==> src/fwa_pkg.sv <==
package fwa_pkg;

    localparam int SAMPLE_BITS = 32;
    localparam int WINDOW_MAX  = 16;
    localparam int CFG_W       = 5;
    localparam logic [CFG_W-1:0] CFG_RESET = 5'd4;

    localparam int IDX_W = $clog2(WINDOW_MAX);
    localparam int CNT_W = $clog2(WINDOW_MAX + 1);
    localparam int SUM_W = SAMPLE_BITS + $clog2(WINDOW_MAX);

    localparam int QUEUE_DEPTH = 4;
    localparam int QPTR_W      = $clog2(QUEUE_DEPTH);
    localparam int QCNT_W      = $clog2(QUEUE_DEPTH + 1);

    localparam int RADIX_BITS = 4;
    localparam int DIV_STEPS  = (SUM_W + RADIX_BITS - 1) / RADIX_BITS;
    localparam int DIV_W      = DIV_STEPS * RADIX_BITS;
    localparam int STEP_W     = $clog2(DIV_STEPS);

    typedef struct packed {
        logic                          last;
        logic signed [SAMPLE_BITS-1:0] sample;
    } t_item;

    typedef struct packed {
        logic                    start;
        logic signed [SUM_W-1:0] dividend;
        logic [CNT_W-1:0]        divisor;
    } t_div_req;

    typedef struct packed {
        logic                          done;
        logic signed [SAMPLE_BITS-1:0] quotient;
    } t_div_rsp;

endpackage

==> src/fwa_front.sv <==
module fwa_front (
    input  logic           i_clk,
    input  logic           i_rst_n,
    input  logic           i_valid,
    output logic           o_ready,
    input  fwa_pkg::t_item i_item,
    output logic           o_valid,
    output fwa_pkg::t_item o_item,
    input  logic           i_pop
);
    import fwa_pkg::*;

    t_item             r_mem [QUEUE_DEPTH];
    logic [QPTR_W-1:0] r_wr_ptr;
    logic [QPTR_W-1:0] r_rd_ptr;
    logic [QCNT_W-1:0] r_count;
    logic              w_push;
    logic              w_pop;

    assign o_ready = (r_count != QCNT_W'(QUEUE_DEPTH));
    assign o_valid = (r_count != '0);
    assign o_item  = r_mem[r_rd_ptr];
    assign w_push  = i_valid && o_ready;
    assign w_pop   = i_pop && o_valid;

    always_ff @(posedge i_clk) begin
        if (w_push) begin
            r_mem[r_wr_ptr] <= i_item;
        end
    end

    always_ff @(posedge i_clk) begin
        if (!i_rst_n) begin
            r_wr_ptr <= '0;
            r_rd_ptr <= '0;
            r_count  <= '0;
        end else begin
            if (w_push) begin
                r_wr_ptr <= r_wr_ptr + QPTR_W'(1);
            end
            if (w_pop) begin
                r_rd_ptr <= r_rd_ptr + QPTR_W'(1);
            end
            case ({w_push, w_pop})
                2'b10:   r_count <= r_count + QCNT_W'(1);
                2'b01:   r_count <= r_count - QCNT_W'(1);
                default: r_count <= r_count;
            endcase
        end
    end

endmodule

==> src/fwa_div.sv <==
module fwa_div (
    input  logic              i_clk,
    input  logic              i_rst_n,
    input  fwa_pkg::t_div_req i_req,
    output fwa_pkg::t_div_rsp o_rsp
);
    import fwa_pkg::*;

    logic              r_busy;
    logic              r_done;
    logic              r_neg;
    logic [STEP_W-1:0] r_steps;
    logic [CNT_W-1:0]  r_rem;
    logic [CNT_W-1:0]  r_div;
    logic [DIV_W-1:0]  r_quo;
    logic [CNT_W-1:0]  n_rem;
    logic [DIV_W-1:0]  n_quo;
    logic [SUM_W-1:0]  w_mag;
    logic [DIV_W-1:0]  w_signed_quo;

    assign w_mag = i_req.dividend[SUM_W-1] ? (~i_req.dividend + SUM_W'(1))
                                           : i_req.dividend;

    // four restoring steps per cycle on a narrow remainder
    always_comb begin
        logic [CNT_W:0] trial;
        n_rem = r_rem;
        n_quo = r_quo;
        for (int k = 0; k < RADIX_BITS; k++) begin
            trial = {n_rem, n_quo[DIV_W-1]};
            if (trial >= {1'b0, r_div}) begin
                n_rem = CNT_W'(trial - {1'b0, r_div});
                n_quo = {n_quo[DIV_W-2:0], 1'b1};
            end else begin
                n_rem = trial[CNT_W-1:0];
                n_quo = {n_quo[DIV_W-2:0], 1'b0};
            end
        end
    end

    assign w_signed_quo   = r_neg ? (~r_quo + DIV_W'(1)) : r_quo;
    assign o_rsp.done     = r_done;
    assign o_rsp.quotient = w_signed_quo[SAMPLE_BITS-1:0];

    always_ff @(posedge i_clk) begin
        if (i_req.start) begin
            r_neg <= i_req.dividend[SUM_W-1];
            r_quo <= DIV_W'(w_mag);
            r_rem <= '0;
            r_div <= i_req.divisor;
        end else if (r_busy) begin
            r_quo <= n_quo;
            r_rem <= n_rem;
        end
    end

    always_ff @(posedge i_clk) begin
        if (!i_rst_n) begin
            r_busy  <= 1'b0;
            r_done  <= 1'b0;
            r_steps <= '0;
        end else begin
            r_done <= 1'b0;
            if (i_req.start) begin
                r_busy  <= 1'b1;
                r_steps <= '0;
            end else if (r_busy) begin
                r_steps <= r_steps + STEP_W'(1);
                if (r_steps == STEP_W'(DIV_STEPS - 1)) begin
                    r_busy <= 1'b0;
                    r_done <= 1'b1;
                end
            end
        end
    end

endmodule

==> src/fwa_back.sv <==
module fwa_back (
    input  logic                                   i_clk,
    input  logic                                   i_rst_n,
    input  logic                                   i_item_valid,
    input  fwa_pkg::t_item                         i_item,
    output logic                                   o_item_pop,
    input  logic [fwa_pkg::CNT_W-1:0]              i_win,
    output fwa_pkg::t_div_req                      o_div_req,
    input  fwa_pkg::t_div_rsp                      i_div_rsp,
    output logic                                   o_out_valid,
    input  logic                                   i_out_ready,
    output logic signed [fwa_pkg::SAMPLE_BITS-1:0] o_out_data,
    output logic                                   o_out_last
);
    import fwa_pkg::*;

    localparam logic [2:0] ST_IDLE  = 3'd0;
    localparam logic [2:0] ST_CHECK = 3'd1;
    localparam logic [2:0] ST_SUM   = 3'd2;
    localparam logic [2:0] ST_DIV   = 3'd3;
    localparam logic [2:0] ST_OUT   = 3'd4;

    logic [2:0]                    r_state;
    logic signed [SAMPLE_BITS-1:0] r_store [WINDOW_MAX];
    logic [CNT_W-1:0]              r_fill;
    logic [IDX_W-1:0]              r_idx;
    logic [CNT_W-1:0]              r_cnt;
    logic signed [SUM_W-1:0]       r_acc;
    logic                          r_last;
    logic                          r_div_start;
    logic                          r_out_valid;
    logic signed [SAMPLE_BITS-1:0] r_out_data;
    logic                          r_out_last;
    logic                          w_load;
    logic                          w_store_pop;

    assign o_item_pop  = (r_state == ST_IDLE) && i_item_valid;
    assign w_load      = (r_state == ST_OUT) && (!r_out_valid || i_out_ready);
    assign w_store_pop = w_load;

    assign o_div_req.start    = r_div_start;
    assign o_div_req.dividend = r_acc;
    assign o_div_req.divisor  = r_cnt;

    assign o_out_valid = r_out_valid;
    assign o_out_data  = r_out_data;
    assign o_out_last  = r_out_last;

    always_ff @(posedge i_clk) begin
        if (o_item_pop) begin
            r_store[r_fill[IDX_W-1:0]] <= i_item.sample;
        end else if (w_store_pop) begin
            for (int i = 0; i < WINDOW_MAX - 1; i++) begin
                r_store[i] <= r_store[i+1];
            end
        end
        if (w_load) begin
            r_out_data <= i_div_rsp.quotient;
            r_out_last <= r_last && (r_fill == CNT_W'(1));
        end
    end

    always_ff @(posedge i_clk) begin
        if (!i_rst_n) begin
            r_state     <= ST_IDLE;
            r_fill      <= '0;
            r_idx       <= '0;
            r_cnt       <= '0;
            r_acc       <= '0;
            r_last      <= 1'b0;
            r_div_start <= 1'b0;
            r_out_valid <= 1'b0;
        end else begin
            r_div_start <= 1'b0;
            if (i_out_ready) begin
                r_out_valid <= 1'b0;
            end
            case (r_state)
                ST_IDLE: begin
                    if (i_item_valid) begin
                        r_fill  <= r_fill + CNT_W'(1);
                        r_last  <= i_item.last;
                        r_state <= ST_CHECK;
                    end
                end
                ST_CHECK: begin
                    r_idx <= '0;
                    r_acc <= '0;
                    if (r_last) begin
                        if (r_fill == '0) begin
                            r_state <= ST_IDLE;
                        end else begin
                            r_cnt   <= (r_fill < i_win) ? r_fill : i_win;
                            r_state <= ST_SUM;
                        end
                    end else if (r_fill >= i_win) begin
                        r_cnt   <= i_win;
                        r_state <= ST_SUM;
                    end else begin
                        r_state <= ST_IDLE;
                    end
                end
                ST_SUM: begin
                    r_acc <= r_acc + SUM_W'(r_store[r_idx]);
                    r_idx <= r_idx + IDX_W'(1);
                    if (CNT_W'(r_idx) + CNT_W'(1) == r_cnt) begin
                        r_div_start <= 1'b1;
                        r_state     <= ST_DIV;
                    end
                end
                ST_DIV: begin
                    if (i_div_rsp.done) begin
                        r_state <= ST_OUT;
                    end
                end
                ST_OUT: begin
                    if (w_load) begin
                        r_out_valid <= 1'b1;
                        r_fill      <= r_fill - CNT_W'(1);
                        r_state     <= ST_CHECK;
                    end
                end
                default: r_state <= ST_IDLE;
            endcase
        end
    end

    a_room_on_pop: assert property (@(posedge i_clk) disable iff (!i_rst_n)
        o_item_pop |-> (r_fill < CNT_W'(WINDOW_MAX)))
        else $error("window full when a sample is taken");

    a_sum_index: assert property (@(posedge i_clk) disable iff (!i_rst_n)
        (r_state == ST_SUM) |-> ((CNT_W'(r_idx) < r_cnt) && (r_cnt != '0)))
        else $error("sum index beyond count");

    a_last_empties: assert property (@(posedge i_clk) disable iff (!i_rst_n)
        (w_load && r_last && (r_fill == CNT_W'(1))) |=> (r_fill == '0))
        else $error("record end left samples pending");

    a_done_expected: assert property (@(posedge i_clk) disable iff (!i_rst_n)
        i_div_rsp.done |-> (r_state == ST_DIV))
        else $error("divider finished outside the divide state");

endmodule

==> src/forward_window_average_unit.sv <==
// Forward moving average over a record of signed Q16.16 samples.
// Input stream (s_axis_*): one sample per transaction, tlast on the record's
// final sample. Output stream (m_axis_*): one average per window position,
// truncated toward zero; tlast on the record's final average.
// Result i leaves once sample i+W-1 is in; the final sample flushes every
// pending position, each averaged over the samples that remain.
// Window length is set through i_cfg_wr_en / i_cfg_wr_data; the user must
// write it only while idle, which the block itself does not enforce;
// 0 acts as 1 and values above 16 act as 16.
// Back end flow: a sample that produces no result only passes the idle and
// check states. Each result sums the window from the sample store, runs
// the radix-16 divider (start, 9 steps over a 36-bit sum, done), then
// checks and loads the output register.
// A four-entry input queue keeps accepting while the back end works.
// Reset (synchronous, active low) empties the queue and the window and sets
// the window length to 4. When the receiver stalls the output register holds
// its transaction, the back end halts, and the queue fills then deasserts
// s_axis_tready.
module forward_window_average_unit (
    input  logic                                  i_clk,
    input  logic                                  i_rst_n,
    input  logic                                  s_axis_tvalid,
    output logic                                  s_axis_tready,
    input  logic [fwa_pkg::SAMPLE_BITS-1:0]       s_axis_tdata,  // [31:0] sample
    input  logic                                  s_axis_tlast,
    output logic                                  m_axis_tvalid,
    input  logic                                  m_axis_tready,
    output logic [fwa_pkg::SAMPLE_BITS-1:0]       m_axis_tdata,  // [31:0] average
    output logic                                  m_axis_tlast,
    input  logic                                  i_cfg_wr_en,
    input  logic [fwa_pkg::CFG_W-1:0]             i_cfg_wr_data
);
    import fwa_pkg::*;

    logic [CFG_W-1:0]              r_win_len;
    logic [CNT_W-1:0]              w_win;
    t_item                         w_in_item;
    t_item                         w_q_item;
    logic                          w_q_valid;
    logic                          w_q_pop;
    t_div_req                      w_div_req;
    t_div_rsp                      w_div_rsp;
    logic signed [SAMPLE_BITS-1:0] w_out_data;

    always_ff @(posedge i_clk) begin
        if (!i_rst_n) begin
            r_win_len <= CFG_RESET;
        end else if (i_cfg_wr_en) begin
            r_win_len <= i_cfg_wr_data;
        end
    end

    always_comb begin
        if (r_win_len == '0) begin
            w_win = CNT_W'(1);
        end else if (32'(r_win_len) > WINDOW_MAX) begin
            w_win = CNT_W'(WINDOW_MAX);
        end else begin
            w_win = CNT_W'(r_win_len);
        end
    end

    assign w_in_item.sample = s_axis_tdata;
    assign w_in_item.last   = s_axis_tlast;

    fwa_front u_front (
        .i_clk   (i_clk),
        .i_rst_n (i_rst_n),
        .i_valid (s_axis_tvalid),
        .o_ready (s_axis_tready),
        .i_item  (w_in_item),
        .o_valid (w_q_valid),
        .o_item  (w_q_item),
        .i_pop   (w_q_pop)
    );

    fwa_div u_div (
        .i_clk   (i_clk),
        .i_rst_n (i_rst_n),
        .i_req   (w_div_req),
        .o_rsp   (w_div_rsp)
    );

    fwa_back u_back (
        .i_clk        (i_clk),
        .i_rst_n      (i_rst_n),
        .i_item_valid (w_q_valid),
        .i_item       (w_q_item),
        .o_item_pop   (w_q_pop),
        .i_win        (w_win),
        .o_div_req    (w_div_req),
        .i_div_rsp    (w_div_rsp),
        .o_out_valid  (m_axis_tvalid),
        .i_out_ready  (m_axis_tready),
        .o_out_data   (w_out_data),
        .o_out_last   (m_axis_tlast)
    );

    assign m_axis_tdata = w_out_data;

endmodule
==> config.mk <==
export PLATFORM = sky130hd
export DESIGN_NAME = forward_window_average_unit
export DESIGN_NICKNAME = d
export VERILOG_FILES = /design/src/fwa_pkg.sv /design/src/fwa_front.sv /design/src/fwa_div.sv /design/src/fwa_back.sv /design/src/forward_window_average_unit.sv
export SDC_FILE = /design/constraint.sdc
export NUM_CORES = 1
export LEC_CHECK = 0
export BUFFER_PORTS_ARGS = -buffer_cell sky130_fd_sc_hd__clkbuf_2
export CAP_MARGIN = 5
export CORE_MARGIN = 8
export CORE_UTILIZATION = 45
export CTS_BUF_LIST = sky130_fd_sc_hd__clkbuf_8
export DETAILED_ROUTE_END_ITERATION = 16
export GPL_ROUTABILITY_DRIVEN = 1
export HOLD_SLACK_MARGIN = 0.1
export PLACE_DENSITY = 0.59
export SLEW_MARGIN = 20
export SYNTH_ARGS = -nofsm -noshare
export SYNTH_HDL_FRONTEND = slang
export SYNTH_SLANG_ARGS = --single-unit
==> constraint.sdc <==
create_clock -name i_clk -period 17.4 [get_ports i_clk]
set_input_delay 3.48 -clock i_clk [delete_from_list [all_inputs] [get_ports i_clk]]
set_output_delay 3.48 -clock i_clk [all_outputs]
set_load 0.02 [all_outputs]
### Word-level counts from Yosys, hierarchy flattened

Memory sizes are Yosys's and may differ from the RTL's. A register that Yosys moved wholly into a read port is not among the register bits.
Cells that the tools add are included.

* memory bits (read-only): 0
* memory bits (writable): 644
* flip-flop bits (word level): 154
* output and inout port bits: 35
* bits in latches: 0
* memories kept: 2

Memory list
* u_back.r_store: words 16, bits a word 32, rd ports 16, clocked after memory_dff 1, wr ports 15, RTL line fwa_back.sv:24 `logic signed [SAMPLE_BITS-1:0] r_store [WINDOW_MAX];`
* u_front.r_mem: words 4, bits a word 33, rd ports 1, clocked after memory_dff 1, wr ports 1, RTL line fwa_front.sv:13 `t_item r_mem [QUEUE_DEPTH];`

* $mul: 0
* divide/modulo/power cells: 0
* shifts and indexed selects: 0
* equality and inequality tests: 15
* $lt $le $gt $ge: 7
* $add $sub $neg: 16
* reduce and logical (&&, ||, !) cells: 24
* bitwise logic cells: 4
* muxes and demuxes: 54

Operator list (count)
* two-way mux 36 bit: 3
* case mux 36 bit (2 select lines): 1
* two-way mux 32 bit: 2
* two-way mux 5 bit: 12
* adder 36 x 2 -> 36 bit, second input constant: 1
* adder 36 x 32 -> 36 bit: 1
* inverter 36 bit: 1
* adder 32 x 1 -> 32 bit, second input constant: 1
* inverter 32 bit: 1
* OR reduction 32 bit: 1
* >= comparator 6 x 5 -> 1 bit: 4
* two-way mux 1 bit: 20
* subtractor 5 bit: 4
* two-way mux 3 bit: 5
* case mux 3 bit (5 select lines): 1
* two-way mux 4 bit: 3
* logical NOT 5 bit: 2
* case mux 5 bit (2 select lines): 1
* nonzero test 2 bit: 5
* adder 4 x 1 -> 4 bit, second input constant: 2
* two-way mux 2 bit: 4
* case mux 4 bit (2 select lines): 1
* equality test 3 x 2 -> 1 bit, second input constant: 2
* inequality test 2 x 1 -> 1 bit, second input constant: 3
* other kinds (30): 39

### Logic depth before layout (Yosys ltp)

* depth in word-level cells: 10
* depth in mapped cells: 33
* depth with buffers taken out: 32

### Hierarchy

A second synthesis with hierarchy kept.

* cells, all modules: 2640
* area, all modules: 38894.8 sq um

By module, submodules not included
* fwa_back: instances 1, cells an instance 1925, area each 28924.0 sq um
* fwa_front: instances 1, cells an instance 225, area each 5301.3 sq um
* fwa_div: instances 1, cells an instance 467, area each 4448.0 sq um
* forward_window_average_unit: instances 1, cells an instance 23, area each 221.5 sq um

### Worst setup path before layout

No wires, ideal clock.

* path kind: flip-flop to flip-flop
* from: reg u_div.r_div[1]
* to: reg u_div.r_rem[2]
* slack: 10964 ps
* cell stages (with the launch flop): 30
* buffers on the path: 1
* arrival: 6309 ps
* setup time: 128 ps
* required time: 17272 ps
* cells stage by stage: edfxtp_1 -> inv_1 -> fa_1 -> a21o_1 -> a211o_1 -> a211o_1 -> mux2_2 -> ha_1 -> nor2b_1 -> o21ai_0 -> a31oi_1 -> or3_1 -> buf_2 -> mux2_2 -> fa_1 -> nor2b_1 -> o21ai_0 -> nand3b_1 -> a21oi_1 -> o211ai_4 -> a21oi_1 -> fa_1 -> a21o_1 -> a21oi_1 -> nand2_1 -> a21oi_1 -> nand2_2 -> mux2i_1 -> mux2i_1 -> nor2b_1

* cells in the longest elaborated chain, start to end: 8

Ends and longest elaborated chain
* start: declaration: RTL line fwa_div.sv:14 `logic [CNT_W-1:0] r_div;`
* start signal: assignment: RTL line fwa_div.sv:50 `r_div <= i_req.divisor;`
* subtractor 5 bit / >= comparator 6 x 5 -> 1 bit (equally long branches): RTL line fwa_div.sv:32, fwa_div.sv:31
* two-way mux 5 bit: RTL line fwa_div.sv:31 `if (trial >= {1'b0, r_div}) begin`
* subtractor 5 bit / >= comparator 6 x 5 -> 1 bit (equally long branches): RTL line fwa_div.sv:32, fwa_div.sv:31
* two-way mux 5 bit: RTL line fwa_div.sv:31
* subtractor 5 bit / >= comparator 6 x 5 -> 1 bit (equally long branches): RTL line fwa_div.sv:32, fwa_div.sv:31
* two-way mux 5 bit: RTL line fwa_div.sv:31
* >= comparator 6 x 5 -> 1 bit / subtractor 5 bit (equally long branches): RTL line fwa_div.sv:31, fwa_div.sv:32
* two-way mux 5 bit (*): RTL line fwa_div.sv:31
* end signal: assignment: RTL line fwa_div.sv:53 `r_rem <= n_rem;`
* end: declaration: RTL line fwa_div.sv:13 `logic [CNT_W-1:0] r_rem;`

Mark *: on every way between the ends. The rest lies on a longest branch, timed or not.
A chain may end at the register's enable or synchronous reset.

### Worst setup path in the final report

Ends and elaborated chain as after synthesis.

==> impl_metrics.py <==
metrics = {
    "outcome": {
        "status": "completed",
    },
    "pwr": {
        "powerDensity_nw_per_um2": 138,
        "peakVddDrop_v": 0.000105,
        "p_leak_nw": 16.5,
    },
    "die": {
        "placementRows": 107,
        "chipHeight_microns": 308,
        "die-area_sq_um": 95100,
        "die_width_microns": 308,
        "pin_count": 78,
        "start_util_pct": 45.3,
        "fp.coreArea_sq_um": 84900,
    },
    "min_path": {
        "hp-start": "u_back.r_cnt[4]",
        "holdCritPathClass": "flip-flop to flip-flop",
    },
    "synthesis": {
        "synth_area_leader_cell": "edfxtp_1",
        "yosysWarnings": 0,
        "yosysSeqAreaShare_pct": 60.6,
        "async_flop_share_pct": 0,
        "synth_top_family_by_area": "compound AO/OA/AOI/OAI gates",
        "synth_fa_ha_area_share_pct": 2.72,
        "synth-seq-cells": 804,
        "synth_compound_area_share_pct": 14.6,
        "syn_area_sq_um": 38500,
        "synth_area_leaders": "edfxtp_1, mux4_2, a21o_1",
        "synthXorXnorAreaFrac_pct": 2.71,
        "synth_cell_types": 76,
        "synthSimpleGateAreaFrac_pct": 4.83,
        "synthFlopType": "edfxtp_1",
        "avgSynthCellArea_sq_um": 14.7,
        "syn-num-nets": 2739,
        "synthMuxAreaShare_pct": 12.1,
        "synth_edf_count": 719,
        "syn-instance-count": 2616,
        "synth_top_area_share_pct": 56.1,
    },
    "detailed_routing": {
        "route.met3.wl_microns": 4760,
        "route.final.wire_length_microns": 87500,
        "viasPerCell": 5.71,
        "met2WireLength_microns": 43200,
        "firstDrtPassIters": 5,
        "drt_iter0_markers": 1502,
        "route.detailed.drc": 0,
        "vias": 22357,
        "met1_length_microns": 37600,
        "maxUsedRoutingLayer": "met4",
        "wl_per_cell_microns": 22.4,
        "ant_nets": 0,
    },
    "timing": {
        "max-slew-margin-rel_pct": 28.6,
        "min_period_ns": 7.31,
        "rsz0062_at_grt": "false",
        "finalMaxSlewViolations": 0,
        "period_share_pct": 42.0,
        "timing.hold.ws_ns": 0.508,
        "max_clock_freq_ghz": 0.137,
        "finalSetupViolations": 0,
        "finalSetupTns_ns": 0,
        "worst_slew_pin_slew_ns": 1.07,
        "hold_viol": 0,
        "fin_worst_skew_ns": 0.0384,
    },
    "clock_tree": {
        "cts_root_buf": "clkbuf_8",
        "cts_resized": 0,
        "insertion_delay_ns": 0.78,
        "cts_tree": "done",
        "cts_hold_buf": 0,
        "clk_pin_slew_ns": 0.05,
        "cts_setup_buffers": 0,
        "h-tree-depth": 4,
        "cts.path.max_buffers": 3,
        "cts_made_buffers": 141,
        "clkSinkCount": 804,
    },
    "setup_path": {
        "crit_arrival_ns": 7.91,
        "crit_path_frequent_cell": "a21oi_1",
        "crit_required_ns": 18.00,
        "worstSetupPathType": "flip-flop to flip-flop",
        "critPathMaxStageDelay_ns": 0.50,
        "cp-start-kind": "flip-flop",
        "startpoint": "u_div.r_div[1]",
        "crit_fanout": 8,
        "crit_path_top_delay_cell": "fa_1",
        "r2r_start": "u_div.r_div[1]",
        "endpoint_kind": "flip-flop",
    },
    "global_route": {
        "grt_pass1_wl_microns": 136000,
        "grt_max_degree": 230,
        "grt_remaining_overflow": 0,
        "grt_use_total_pct": 18.5,
        "grt_pass1_vias": 23488,
        "antenna_found_initial": 5,
    },
    "final_layout": {
        "layout_common_cells": "edfxtp_1, a21o_1, mux4_2",
        "drive_above_1_share_pct": 19.5,
        "fin_util_pct": 50.1,
        "num-nets-final": 2790,
        "final_common_cell": "edfxtp_1",
        "postLayoutCellArea_sq_um": 42600,
        "area_growth_pct": 10.7,
    },
    "placement": {
        "placed_area_sq_um": 40000,
        "io_buffers": 77,
        "gp_congestion": 0.826,
        "dp_hpwl_microns": 53100,
    },
    "run": {
        "maxCapViolCount": 0,
    },
}
-- final timing paths --
kind | depth (start not counted) | slack [ns] | end
worst max-delay path | 29 | 10.09 | u_div.r_rem[2]
worst max register to register | 29 | 10.09 | u_div.r_rem[2]
worst min-delay path | 0 | 0.51 | u_div.r_div[4]
worst min register to register | 0 | 0.51 | u_div.r_div[4]
-- routing by layer --
layer	up-vias	global-route usage [%]
li1	10315	-
met1	11305	24.1
met2	583	31.1
met3	154	3.83
met4	0	6.05
met5	-	0
-- registers in the layout (all words and copies together) (netlist names), named ones only --
name	cells
u_div.r_busy	1
r_win_len	5
u_div.r_done	1
u_back.r_cnt	5
u_back.o_out_last	1
u_div.r_steps	4
u_div.r_neg	1
u_div.r_quo	36
u_div.r_rem	5
u_front.r_wr_ptr	2
u_back.r_fill	5
u_front.r_mem	132
u_front.r_count	3
u_div.r_div	5
u_back.r_last	1
u_back.o_out_valid	1
u_back.o_out_data	32
u_back.r_acc	36
u_back.r_store	512
u_back.r_idx	4
u_back.r_div_start	1
u_back.r_state	3
u_front.r_rd_ptr	2
-- through the flow --
step	total power, mW	cells	worst slack [ns]
after floorplan	3.90	2616	10.96
after global placement	4.24	3668	10.44
after detailed placement	4.32	3668	10.14
after CTS	5.94	3915	10.13
after global routing	6.21	3916	9.61
final	5.87	3916	10.09
-- cell usage after synthesis (14+ instances only) --
library cell    n
a21o_1        503
nand2_1        86
clkbuf_1      182
a21oi_1        76
mux2i_1        22
nor2b_1        42
buf_1          20
xnor2_1        61
inv_1          46
edfxtp_1      719
mux4_2        193
and2_1         23
nand3_1        14
o31ai_1        22
xor2_1         58
nor2_1         75
dfxtp_1        85
and2_0         25
o21ai_0        74
ha_1           74
a22oi_1        22
-- layout make-up --
class / instances / area [sq um]
repair buffers: 111 / 653
diodes: 1 / 2.50
clock inverters: 98 / 513
clock buffers: 149 / 2050
multi-input cells: 1561 / 14400
flip-flops and latches: 804 / 23300
fillers: 7279 / 42300
well taps: 1144 / 1430
inverters: 48 / 188
-- cells by family after synthesis --
group | count (synthesis)
AOI/OAI and AO/OA | 789
xor gates and xnor gates | 119
adders and majority gates | 80
buffers and inverters | 251
DFF | 804
muxes | 222
and+or+nand+nor | 351
-- critical path: cells and delay by family, from the launching register on --
| kind | cells | cell delay (ns) |
|---|---|---|
| DFF | 1 | 0.43 |
| buffers and inverters | 1 | 0.20 |
| adders and majority gates | 4 | 1.63 |
| AOI/OAI and AO/OA | 12 | 2.71 |
| muxes | 4 | 0.98 |
| and+or+nand+nor | 8 | 1.20 |
-- power by group --
part           internal, mW  switching, mW  total, mW
logic                 0.807          0.975       1.78
clock network         0.824          0.774       1.60
registers              2.42         0.0683       2.49
total                  4.05           1.82       5.87
No activity file was read; power rests on OpenSTA's default activity.
